===== config.mk =====
export PLATFORM = sky130hd
export DESIGN_NAME = edd_div
export DESIGN_NICKNAME = d
export VERILOG_FILES = /design/src/rtl/edd_pkg.sv /design/src/rtl/edd_div.sv
export SDC_FILE = /design/constraint.sdc
export NUM_CORES = 1
export LEC_CHECK = 0
export BUFFER_PORTS_ARGS = -buffer_cell sky130_fd_sc_hd__buf_2
export CAP_MARGIN = 20
export CORE_ASPECT_RATIO = 0.7
export CORE_UTILIZATION = 25
export DETAILED_ROUTE_END_ITERATION = 6
export GPL_ROUTABILITY_DRIVEN = 0
export GPL_TIMING_DRIVEN = 0
export PLACE_DENSITY_LB_ADDON = 0.08
export SETUP_SLACK_MARGIN = 0.05
export SLEW_MARGIN = 20
export SYNTH_ARGS = -nofsm -noshare
export SYNTH_HDL_FRONTEND = slang
export SYNTH_SLANG_ARGS = --single-unit

===== constraint.sdc =====
create_clock -name clk -period 2.65 [get_ports clk]
set_clock_uncertainty 0.15 [all_clocks]
set_input_delay 0.6625 -clock clk [delete_from_list [all_inputs] [get_ports clk]]
set_output_delay 0.6625 -clock clk [all_outputs]
set_load 0.02 [all_outputs]

===== src/rtl/edd_pkg.sv =====
// ----------------------------------------------------------------------------
// edd_pkg
// Shared types, constants and helpers of the error diffusion dither core.
// ----------------------------------------------------------------------------
package edd_pkg;

  localparam int MAX_LINE_WIDTH = 4096;
  localparam int SAMPLE_BITS    = 16;
  localparam int COL_W          = $clog2(MAX_LINE_WIDTH);
  localparam int ERR_W          = 24;
  localparam int X_W            = 26;   // working value: sample*16 + two errors
  localparam int LUM_W          = 33;
  localparam int NUM_W          = 50;
  localparam int QV_W           = 21;
  localparam int DIV_NW         = 52;   // dividend and quotient width
  localparam int DIV_DW         = 28;   // divisor width
  localparam int DIV_CW         = $clog2(DIV_NW + 1);
  localparam int MEM_W          = 3 * ERR_W;

  // level search: power-of-two shift, fold by 2^SAMPLE_BITS - 1, then /25 in gray
  localparam int FOLD_W         = 47;
  localparam int FQ_W           = 32;
  localparam int FOLD_STEPS     = 4;
  localparam int LVL_SH_RGB     = 5;    // 2*unit   = 32 * (2^16 - 1)
  localparam int LVL_SH_GRAY    = 7;    // 200*unit = 128 * 25 * (2^16 - 1)
  localparam int GRAY_W         = 21;   // folded quotient width fed to the /25
  localparam int RCP_W          = 43;
  localparam int RCP_SHIFT      = 26;

  localparam logic [QV_W-1:0] SAMPLE_MAX = QV_W'((1 << SAMPLE_BITS) - 1);
  localparam logic [QV_W-1:0] UNIT       = QV_W'(16 * ((1 << SAMPLE_BITS) - 1));

  localparam logic [DIV_NW-1:0] DEN_RGB  = DIV_NW'(16 * ((1 << SAMPLE_BITS) - 1));
  localparam logic [DIV_NW-1:0] DEN_GRAY = DIV_NW'(1600 * ((1 << SAMPLE_BITS) - 1));
  localparam logic [FQ_W-1:0]   GRAY_FOLD_MAX = FQ_W'(25 << SAMPLE_BITS);
  localparam logic [21:0]       RCP_25 = 22'd2684355;   // ceil(2^26 / 25)

  // configuration register indexes
  typedef enum logic [1:0] {
    REG_MODE         = 2'd0,
    REG_LEVELS       = 2'd1,
    REG_LINE_WIDTH   = 2'd2,
    REG_FRAME_HEIGHT = 2'd3
  } reg_idx_t;

  typedef enum logic [3:0] {
    ST_IDLE, ST_READ, ST_LUM, ST_MUL,
    ST_LVL_GO, ST_LVL_WAIT, ST_QV_GO, ST_QV_WAIT, ST_OV_GO, ST_OV_WAIT,
    ST_ERR, ST_WR1, ST_WR2, ST_OUT
  } state_t;

  typedef struct packed {
    logic [15:0] red_in;
    logic [15:0] green_in;
    logic [15:0] blue_in;
  } pixel_in_t;

  typedef struct packed {
    logic [15:0] red_out;
    logic [15:0] green_out;
    logic [15:0] blue_out;
    logic        end_of_frame;
  } pixel_out_t;

  typedef struct packed {
    logic              start;
    logic [DIV_NW-1:0] dividend;
    logic [DIV_DW-1:0] divisor;
  } div_req_t;

  function automatic logic signed [ERR_W-1:0] sat_err(input logic signed [27:0] v);
    logic signed [27:0] hi;
    logic signed [27:0] lo;
    hi = 28'sd8388607;
    lo = -28'sd8388608;
    if (v > hi) return ERR_W'(hi);
    if (v < lo) return ERR_W'(lo);
    return ERR_W'(v);
  endfunction

  // floor(e*k/16); never leaves 24 bits for k up to 7
  function automatic logic signed [ERR_W-1:0] share16(input logic signed [ERR_W-1:0] e,
                                                     input logic [2:0] k);
    logic signed [27:0] p;
    p = 28'(e) * $signed({25'b0, k});
    return ERR_W'(p >>> 4);
  endfunction

endpackage


===== src/rtl/edd_div.sv =====
// ----------------------------------------------------------------------------
// edd_div
// Restoring unsigned divider, one quotient bit per cycle.
// ----------------------------------------------------------------------------
module edd_div import edd_pkg::*; (
  input  logic              clk,
  input  logic              rst,
  input  div_req_t          req,
  output logic              done,
  output logic [DIV_NW-1:0] quotient
);

  logic [DIV_DW-1:0] rem;
  logic [DIV_DW-1:0] divisor;
  logic [DIV_CW-1:0] cnt;
  logic              busy;
  logic [DIV_DW:0]   trial;
  logic              ge;

  assign trial = {rem, quotient[DIV_NW-1]};
  assign ge    = trial >= {1'b0, divisor};

  always_ff @(posedge clk) begin
    if (rst) begin
      busy <= 1'b0;
      done <= 1'b0;
      cnt  <= '0;
    end else begin
      done <= 1'b0;
      if (req.start) begin
        busy <= 1'b1;
        cnt  <= DIV_CW'(DIV_NW);
      end else if (busy) begin
        cnt <= cnt - 1'b1;
        if (cnt == DIV_CW'(1)) begin
          busy <= 1'b0;
          done <= 1'b1;
        end
      end
    end
  end

  always_ff @(posedge clk) begin
    if (req.start) begin
      rem      <= '0;
      quotient <= req.dividend;
      divisor  <= req.divisor;
    end else if (busy) begin
      rem      <= ge ? DIV_DW'(trial - {1'b0, divisor}) : DIV_DW'(trial);
      quotient <= {quotient[DIV_NW-2:0], ge};
    end
  end

endmodule


==> impl_metrics.env, run 1 <==
export IMPL_grt_overflow_total=0
export IMPL_synth_top_area_cell="edfxtp_1"
export IMPL_totalPowerFinal_mw=6.12
export IMPL_path_common_cell="buf_12"
export IMPL_cts_buffers=17
export IMPL_start_util_pct=26.0
export IMPL_grt_pass1_vias=5115
export IMPL_ys_flop_type="edfxtp_1"
export IMPL_status="finished, violations left"
export IMPL_die_y_um=134
export IMPL_worstReg2RegStart="divisor[6]"
export IMPL_die_area_um2=25600
export IMPL_clk_latency_ns=0.43
export IMPL_layout_setup_ws_ns=-0.345
export IMPL_cts_buffer_depth=2
export IMPL_async_reset_ff_share_pct=0
export IMPL_synth_area_top_cells="edfxtp_1 (38%), dfxtp_1 (12%), mux2_2 (9.4%)"
export IMPL_yosys_area_top_type_share_pct=38.5
export IMPL_worstPathArrival_ns=3.02
export IMPL_place_ws_ns=-0.716
export IMPL_finalHoldViolCount=0
export IMPL_multi_input_area_um2=3330
export IMPL_path_clk_slew_ns=0.06
export IMPL_clock_fmax_mhz=334
export IMPL_reg2reg_to="quotient[0]"
export IMPL_syn2layout_area_growth_pct=38.9
export IMPL_ys_warn_count=0
export IMPL_path_cells="inv_2 > ha_4 > a211oi_4 > nor2_2 > o21ai_2 > o211ai_1 > buf_4 > o22a_1 > o31a_1 > a21o_1 > buf_12 > buf_12 > mux2_4"
export IMPL_antenna_cells=0
export IMPL_regArea_um2=3120
export IMPL_synth_edf_count=80
export IMPL_fillers=2423
export IMPL_rsz0062_at_grt="true"
export IMPL_synth_seq_cells=116
export IMPL_fp_dieW_um=191
export IMPL_worstHoldPathType="primary input to flip-flop"
export IMPL_peakVddDrop_v=0.000465
export IMPL_cts_tree="done"
export IMPL_max_slew_worst_pin_slew_ns=0.819
export IMPL_core_um2=24100
export IMPL_antenna_found_initial=0
export IMPL_drv_slew=0
export IMPL_seq_area_frac_synth_pct=50.0
export IMPL_row_count=47
export IMPL_powerDensity_nw_per_um2=706
export IMPL_route_detailed_drc=0
export IMPL_avgSynthCellArea_um2=11.2
export IMPL_crit_path_top_delay_cell="edfxtp_1"
export IMPL_synth_fp_nets=672
export IMPL_critPathMaxStageDelay_ns=0.37
export IMPL_min_period_ns=2.99
export IMPL_drt_first_iter_violations=263
export IMPL_grt_max_degree=53
export IMPL_nets=851
export IMPL_via_per_inst=4.58
export IMPL_hpwl_um=12900
export IMPL_ctsHoldBuffers=0
export IMPL_syn_cell_area_um2=6240
export IMPL_h_tree_depth=4
export IMPL_ff2ff_setup_slack_ns=-0.34
export IMPL_hold_path_endpoint="divisor[13]"
export IMPL_via_count=4896
export IMPL_crit_type="flip-flop to flip-flop"
export IMPL_drive_gt1_share_pct=44.1
export IMPL_drt_total_wl_um=18400
export IMPL_io_pin_count=136
export IMPL_clock_sinks=116
export IMPL_reg2reg_depth=13
export IMPL_grt_pass1_wl_um=28800
export IMPL_crit_required_ns=2.67
export IMPL_hold_path_cell_count=1
export IMPL_crit_path_start_kind="flip-flop"
export IMPL_cts_root_buf="clkbuf_16"
export IMPL_port_buffers=134
export IMPL_crit_fanout=5
export IMPL_drtPass1Iterations=4
export IMPL_p_leak_nw=3.47
export IMPL_maxCapViolCount=0
export IMPL_wl_per_cell_um=17.2
export IMPL_worstSetupEndpointType="flip-flop"
export IMPL_crit_buf_inv=4
export IMPL_hold_start="req[13]"
export IMPL_synthCells=558
export IMPL_yosysUniqueCellTypes=60
export IMPL_violations="setup timing"
export IMPL_ant_nets=0
export IMPL_grt_usage_pct=14.8
export IMPL_max_slew_margin_pct=45.4
export IMPL_setup_viol=29
export IMPL_finalCritPeriodShare_pct=113
export IMPL_cp_top_family="compound AO/OA/AOI/OAI gates"
-- cells by family (layout without fill, tap and decap cells) --
logic type | count (synthesis) | after routing | synth area share [%]
XOR/XNOR | 28 | 28 | 3.93
AND/OR/NAND/NOR | 128 | 128 | 9.62
flip-flops | 116 | 116 | 50.0
buffers and inverters | 65 | 257 | 4.29
adder cells (fa/ha/maj) | 31 | 31 | 6.33
multiplexers | 70 | 70 | 12.3
AO/OA/AOI/OAI | 120 | 120 | 13.5
-- report_power, final --
| group | internal, mW | leakage (nW) | switching, mW | total [mW] |
|---|---|---|---|---|
| clock | 1.37 | 0.270 | 0.886 | 2.25 |
| combinational | 0.740 | 2.11 | 0.876 | 1.62 |
| sequential | 2.14 | 1.09 | 0.110 | 2.25 |
| total | 4.25 | 3.47 | 1.87 | 6.12 |
-- metal layers --
metal / vias to the layer above / global-route usage (%) / share of wire (%)
met2: 100 / 21.7 / 43
met5: - / 0 / 0
met3: 7 / 4.16 / 4.7
met4: 0 / 3.20 / 0.68
li1: 2417 / - / -
met1: 2372 / 21.5 / 52
-- state kept, by name, summed over array words and instances (netlist names) --
| name | count |
|---|---|
| quotient | 52 |
| divisor | 28 |
| rem | 28 |
| cnt | 6 |
| busy | 1 |
| done | 1 |
-- what timing repair did --
| item | 4_1_cts | 5_1_grt |
|---|---|---|
| endpoints found under the hold margin | 0 | 0 |
| cloned | 1 | 1 |
| pin swaps | 43 | 11 |
| setup buffers | 22 | 5 |
| gates resized for setup | 63 | 34 |
| setup endpoints to repair | 132 | 29 |
-- stage by stage --
stage	area (um2)	hold slack (ns)	std cells	TNS [ns]	util (%)
after global routing	8670	0.238	1068	-11.18	36.0
after floorplan	6300	0.318	558	-0.225	-
after global placement	7370	0.338	1010	-84.05	30.6
after CTS	8470	0.241	1063	-8.74	35.2
after detailed placement	7370	0.350	1010	-74.71	30.7
final	8670	0.256	1068	-7.75	36.0
-- cell type report --
cell class              count  area share [%]
well taps                 318            4.59
flip-flops and latches    116            36.0
plain buffers              25            1.67
multi-input cells         377            38.4
repair buffers            163            11.2
clock inverters            15            1.62
inverters                  37            1.60
clock buffers              17            4.91
-- Yosys cell counts, types with 2 or more instances --
cell type / instances
a211oi_1: 20
a21o_1: 8
a21oi_1: 29
a311oi_1: 2
a31oi_1: 5
and3_1: 4
buf_1: 2
buf_2: 4
buf_6: 2
clkbuf_1: 19
dfxtp_1: 36
edfxtp_1: 80
ha_1: 30
inv_1: 37
mux2_2: 52
mux2i_1: 18
nand2_1: 26
nand2b_1: 4
nand3_1: 15
nand4_1: 3
nor2_1: 49
nor2b_1: 4
nor3_1: 8
nor4_1: 2
o211ai_1: 6
o21a_1: 6
o21ai_0: 17
o21ai_2: 2
o21bai_1: 3
o221ai_1: 2
o31a_1: 2
o31ai_1: 3
or2_2: 3
or3_1: 2
or4_1: 2
xnor2_1: 14
xor2_1: 14
-- layout by cell type (no fill, tap or decap), types with 8 or more instances in the layout --
master and instances:
buf_2 134, edfxtp_1 80, nand3_1 12, a211oi_1 13
mux2_2 51, nor3_1 8, ha_1 18, nand2_1 22
nor2_1 47, o21ai_0 14, ha_4 12, dfxtp_1 35
clkbuf_16 18, inv_1 32, buf_4 23, xnor2_1 14
clkbuf_1 15, a21oi_1 25, mux2i_1 13, xor2_1 11
a21o_1 8
-- worst max-delay path by stage --
stage	end	startpoint	slack [ns]	cells after the start
floorplan	rem[24]	quotient[51]	-0.12	12
global placement	quotient[25]	req[80]	-0.85	4
detailed placement	quotient[5]	req[80]	-0.72	4
CTS	quotient[0]	divisor[8]	-0.37	14
global route	rem[6]	divisor[6]	-0.45	14
finish	quotient[0]	divisor[6]	-0.34	13
-- worst reg2reg max path, stage by stage (launching register included) --
cell and delay [ns]:
edfxtp_1 0.37, inv_2 0.08, ha_4 0.22, a211oi_4 0.22
nor2_2 0.07, o21ai_2 0.12, o211ai_1 0.09, buf_4 0.15
o22a_1 0.22, o31a_1 0.31, a21o_1 0.21, buf_12 0.15
buf_12 0.13, mux2_4 0.25
(Power assumes the default switching activity.)
==> run 2: changes to the inputs <==
CORE_UTILIZATION = 50   (was 25)
clock period = 3.85 ns   (was 2.65 ns; I/O delays follow)
==> run 2 against run 1 <==
The flow now finishes without violations. Count of clock-buffer cells in the layout did not move. Flip-flop and latch count did not move. Fmax fell by 5.5%. First-iteration DRC count rose by 7.6%. Largest power group is now the clock network. Power fell by 35%. Die area fell by 49%. Critical path depth fell by 1. Final cell count fell by 18%. Worst setup slack improved by 1.0 ns. Design area fell by 11%.
==> impl_metrics.env, run 2 (synthesis results as in run 1) <==
export IMPL_path_cells="inv_1 > ha_1 > fa_1 > nor2b_1 > o31a_1 > o21ai_2 > o211ai_2 > a31oi_1 > o21bai_1 > mux2i_1 > o21ai_0 > a311oi_1"
export IMPL_max_slew_worst_pin_slew_ns=0.785
export IMPL_ant_nets=0
export IMPL_worstReg2RegStart="quotient[51]"
export IMPL_clock_sinks=116
export IMPL_die_y_um=95.5
export IMPL_grt_pass1_wl_um=22700
export IMPL_worstPathArrival_ns=3.34
export IMPL_grt_usage_pct=23.2
export IMPL_final_common_cell="buf_2"
export IMPL_row_count=33
export IMPL_cp_top_family="compound AO/OA/AOI/OAI gates"
export IMPL_io_pin_count=136
export IMPL_place_ws_ns=0.331
export IMPL_grt_busiest_layer="met2"
export IMPL_drt_total_wl_um=14600
export IMPL_clk_latency_ns=0.41
export IMPL_met2_usage_pct=36.0
export IMPL_die_area_um2=12900
export IMPL_grt_overflow_total=0
export IMPL_crit_path_top_delay_cell="fa_1"
export IMPL_antenna_found_initial=0
export IMPL_grt_pass1_vias=4549
export IMPL_critPathMaxStageDelay_ns=0.42
export IMPL_syn2layout_area_growth_pct=23.7
export IMPL_drt_first_iter_violations=283
export IMPL_peakVddDrop_v=0.000319
export IMPL_finalHoldViolCount=0
export IMPL_wl_per_cell_um=16.6
export IMPL_worstHoldPathType="flip-flop to flip-flop"
export IMPL_crit_path_start_kind="flip-flop"
export IMPL_cts_tree="done"
export IMPL_fp_dieW_um=136
export IMPL_grt_met3_usage_pct=5.79
export IMPL_crit_fanout=5
export IMPL_max_slew_margin_pct=47.7
export IMPL_maxCapViolCount=0
export IMPL_cts_buffer_depth=2
export IMPL_port_buffers=134
export IMPL_crit_required_ns=4.02
export IMPL_powerDensity_nw_per_um2=516
export IMPL_drtPass1Iterations=5
export IMPL_grt_max_degree=53
export IMPL_via_per_inst=5.52
export IMPL_setup_viol=0
export IMPL_cts_setup_buffers=0
export IMPL_hold_start="rem[4]"
export IMPL_cts_resized_gates=0
export IMPL_cts_buffers=17
export IMPL_final_cell_mix="buf_2 (138), edfxtp_1 (80), mux2_2 (52)"
export IMPL_worstSetupStartpoint="quotient[51]"
export IMPL_start_util_pct=52.3
export IMPL_hpwl_um=10400
export IMPL_route_detailed_drc=0
export IMPL_gr_usage_met1_pct=31.7
export IMPL_worstSetupEndpointType="flip-flop"
export IMPL_max_flop_register="quotient"
export IMPL_largestRegisters="quotient: 52 flops, divisor: 28 flops, rem: 28 flops"
export IMPL_largest_reg_flops=52
export IMPL_p_leak_nw=3.26
export IMPL_cts_root_buf="clkbuf_16"
export IMPL_path_clk_slew_ns=0.06
export IMPL_crit_buf_inv=1
export IMPL_h_tree_depth=4
export IMPL_drv_slew=0
export IMPL_nets=825
export IMPL_crit_type="flip-flop to flip-flop"
export IMPL_rsz0062_at_grt="false"
export IMPL_antenna_cells=0
export IMPL_finalCritPeriodShare_pct=82.3
export IMPL_min_period_ns=3.17
export IMPL_ctsHoldBuffers=0
export IMPL_core_um2=11900
export IMPL_status="complete, no violations"
export IMPL_final_util_pct=64.7
export IMPL_clock_fmax_mhz=316
export IMPL_layout_setup_ws_ns=0.681
export IMPL_drive_gt1_share_pct=33.0
export IMPL_via_count=4865
[run 2: cell count changes in the layout (fill, tap and decap cells not counted), sizes merged]
cell	previous run	this run
clkinv	8	6
buf	168	143
clkinvlp	4	3
clkbuf	37	36
bufinv	2	3
inv	38	40
[run 2: where the power goes]
group	internal [mW]	switching (mW)
sequential	1.47	0.0646
clock	1.02	0.597
combinational	0.344	0.485
total	2.84	1.15
[run 2: per-stage QoR]
stage / TNS (ns) / cells / power, mW / hold WS (ns) / area (um2)
after floorplan: 0 / 558 / 2.14 / 0.318 / 6240
after global placement: -23.62 / 849 / 2.36 / 0.340 / 7110
final: 0 / 881 / 3.98 / 0.352 / 7720
after CTS: 0 / 881 / 4.01 / 0.353 / 7720
after detailed placement: 0 / 849 / 2.38 / 0.349 / 7120
after global routing: 0 / 881 / 4.15 / 0.364 / 7720
[run 2: layer usage]
layer	vias up	part of all wire (%)	wire length, um
li1	2363	-	-
met2	171	46	6650
met1	2306	48	6950
met5	-	0	0
met4	0	1.6	236
met3	25	5.1	746
[run 2: area by class of cell]
cell class,count,area (um2)
fill,1000,4210
sequential,116,3120
multi-input combinational,377,2860
timing repair buffer,134,671
clock buffer,17,425
tap,157,196
clock inverter,15,179
inverter,37,139
buffer,28,129
[run 2: worst register-to-register path, cell delays in order (launching register included)]
cell and delay, ns:
edfxtp_1 0.34, inv_1 0.07, ha_1 0.22, fa_1 0.42, nor2b_1 0.18, o31a_1 0.22
o21ai_2 0.14, o211ai_2 0.25, a31oi_1 0.17, o21bai_1 0.32, mux2i_1 0.23, o21ai_0 0.10
a311oi_1 0.26
[run 2: worst paths after layout]
kind         endpoint  slack [ns]  cells after the start
min reg2reg    rem[4]        0.35                      2
max reg2reg   rem[24]        0.68                     12
max           rem[24]        0.68                     12
min            rem[4]        0.35                      2
==> run 3: changes to the inputs <==
clock period = 3.25 ns   (was 3.85 ns; I/O delays follow)
==> run 3 against run 2 <==
Worst setup slack got worse by 0.48 ns. Register-to-register slack got worse by 0.48 ns. Routed wire length grew 0.23%. Final cell count is 0.34% higher. Largest cell class unchanged. Highest routed layer unchanged.
==> impl_metrics.env, run 3 (synthesis results as in run 1) <==
export IMPL_status="complete, no violations"
export IMPL_hpwl_um=10400
export IMPL_drv_slew=0
export IMPL_finalCritPeriodShare_pct=93.9
export IMPL_die_y_um=95.5
export IMPL_largestRegisters="quotient: 52 flops, divisor: 28 flops, rem: 28 flops"
export IMPL_antenna_found_initial=0
export IMPL_path_clk_slew_ns=0.06
export IMPL_rsz0062_at_grt="false"
export IMPL_drt_total_wl_um=14600
export IMPL_grt_pass1_wl_um=22700
export IMPL_path_cells="inv_1 > ha_1 > buf_4 > a21oi_1 > nor2_1 > o21ai_2 > o211ai_1 > o22a_1 > o31a_1 > a21o_1 > buf_6 > buf_6 > mux2_2"
export IMPL_crit_required_ns=3.26
export IMPL_top_layer_used="met4"
export IMPL_cts_root_buf="clkbuf_16"
export IMPL_clk_latency_ns=0.41
export IMPL_crit_path_start_kind="flip-flop"
export IMPL_powerDensity_nw_per_um2=609
export IMPL_route_detailed_drc=0
export IMPL_grt_pass1_vias=4549
export IMPL_io_pin_count=136
export IMPL_final_util_pct=65.1
export IMPL_row_count=33
export IMPL_final_common_cell="buf_2"
export IMPL_maxCapViolCount=0
export IMPL_grt_usage_pct=23.2
export IMPL_cts_tree="done"
export IMPL_finalNonFillerCells=884
export IMPL_via_count=4838
export IMPL_crit_type="flip-flop to flip-flop"
export IMPL_syn2layout_area_growth_pct=24.4
export IMPL_drt_first_iter_violations=290
export IMPL_core_um2=11900
export IMPL_largest_reg_flops=52
export IMPL_p_leak_nw=3.29
export IMPL_h_tree_depth=4
export IMPL_setup_viol=0
export IMPL_crit_fanout=10
export IMPL_final_cell_mix="buf_2 (137), edfxtp_1 (80), mux2_2 (52)"
export IMPL_max_slew_margin_pct=47.4
export IMPL_path_common_cell="buf_6"
export IMPL_worstPathArrival_ns=3.06
export IMPL_die_area_um2=12900
export IMPL_min_period_ns=3.05
export IMPL_dp_cells=849
export IMPL_peakVddDrop_v=0.000381
export IMPL_max_flop_register="quotient"
export IMPL_max_slew_worst_pin_slew_ns=0.790
export IMPL_via_per_inst=5.47
export IMPL_worstHoldPathType="flip-flop to flip-flop"
export IMPL_cts_buffers=17
export IMPL_drive_gt1_share_pct=34.1
export IMPL_fp_dieW_um=136
export IMPL_clock_fmax_mhz=328
export IMPL_wl_per_cell_um=16.5
export IMPL_wl_met1_um=6910
export IMPL_worstSetupEndpointType="flip-flop"
export IMPL_holdWs_ns=0.352
export IMPL_clock_sinks=116
export IMPL_grt_max_degree=53
export IMPL_ant_nets=0
export IMPL_antenna_cells=0
export IMPL_dr_wl_met3_um=775
export IMPL_totalPowerFinal_mw=4.73
export IMPL_start_util_pct=52.3
export IMPL_dr_wl_met2_um=6710
export IMPL_ctsHoldBuffers=0
export IMPL_crit_path_top_delay_cell="edfxtp_1"
export IMPL_port_buffers=134
export IMPL_cts_buffer_depth=2
export IMPL_finalHoldViolCount=0
export IMPL_drtPass1Iterations=6
export IMPL_setup_tns_final_ns=0
export IMPL_nets=828
export IMPL_grt_overflow_total=0
export IMPL_critPathMaxStageDelay_ns=0.37
run 3: cell types whose count changed in the layout (fill, tap and decap cells not counted), sizes merged:
cell / change
buf: +3
run 3: repair_timing:
item / in CTS / in global routing
endpoints found under the hold margin: 0 / 0
gates resized for setup: 0 / 8
buffers inserted: 0 / 3
endpoints found under the setup margin: 0 / 15
run 3: critical path: cells and delay by family (launching register included):
kind | cells | cell delay [ns]
AO/OA/AOI/OAI | 6 | 1.15
adder cells (fa/ha/maj) | 1 | 0.23
AND/OR/NAND/NOR | 1 | 0.09
buffers and inverters | 4 | 0.55
multiplexers | 1 | 0.26
flip-flops | 1 | 0.37
run 3: through the flow:
stage	worst slack (ns)	cell area (um2)
2_1_floorplan	0.347	6240
4_1_cts	0.0610	7720
5_1_grt	0.0456	7770
3_3_place_gp	-0.907	7110
3_5_place_dp	-0.119	7120
6_report	0.199	7770
run 3: layout make-up:
cell class,count,area [um2]
buffer,28,131
clock buffer,17,425
clock inverter,15,179
fill,994,4160
inverter,37,139
multi-input combinational,377,2880
sequential,116,3120
tap,157,196
timing repair buffer,137,693
run 3: worst paths after layout:
check / startpoint / endpoint / slack, ns / depth (start not counted)
hold / removal: rem[4] / rem[4] / 0.35 / 2
hold reg to reg: rem[4] / rem[4] / 0.35 / 2
setup reg to reg: divisor[8] / quotient[0] / 0.20 / 13
setup / recovery: divisor[8] / quotient[0] / 0.20 / 13
run 3: power by group:
part / total, mW / internal (mW) / switching (mW)
Clock: 1.92 / 1.21 / 0.707
Combinational: 0.998 / 0.418 / 0.581
Sequential: 1.82 / 1.74 / 0.0760
run 3: per-layer routing:
layer	vias to the layer above	global-route usage, %
met4	0	7.30
met3	25	5.79
li1	2373	-
met2	157	36.0
met1	2283	31.7
met5	-	0
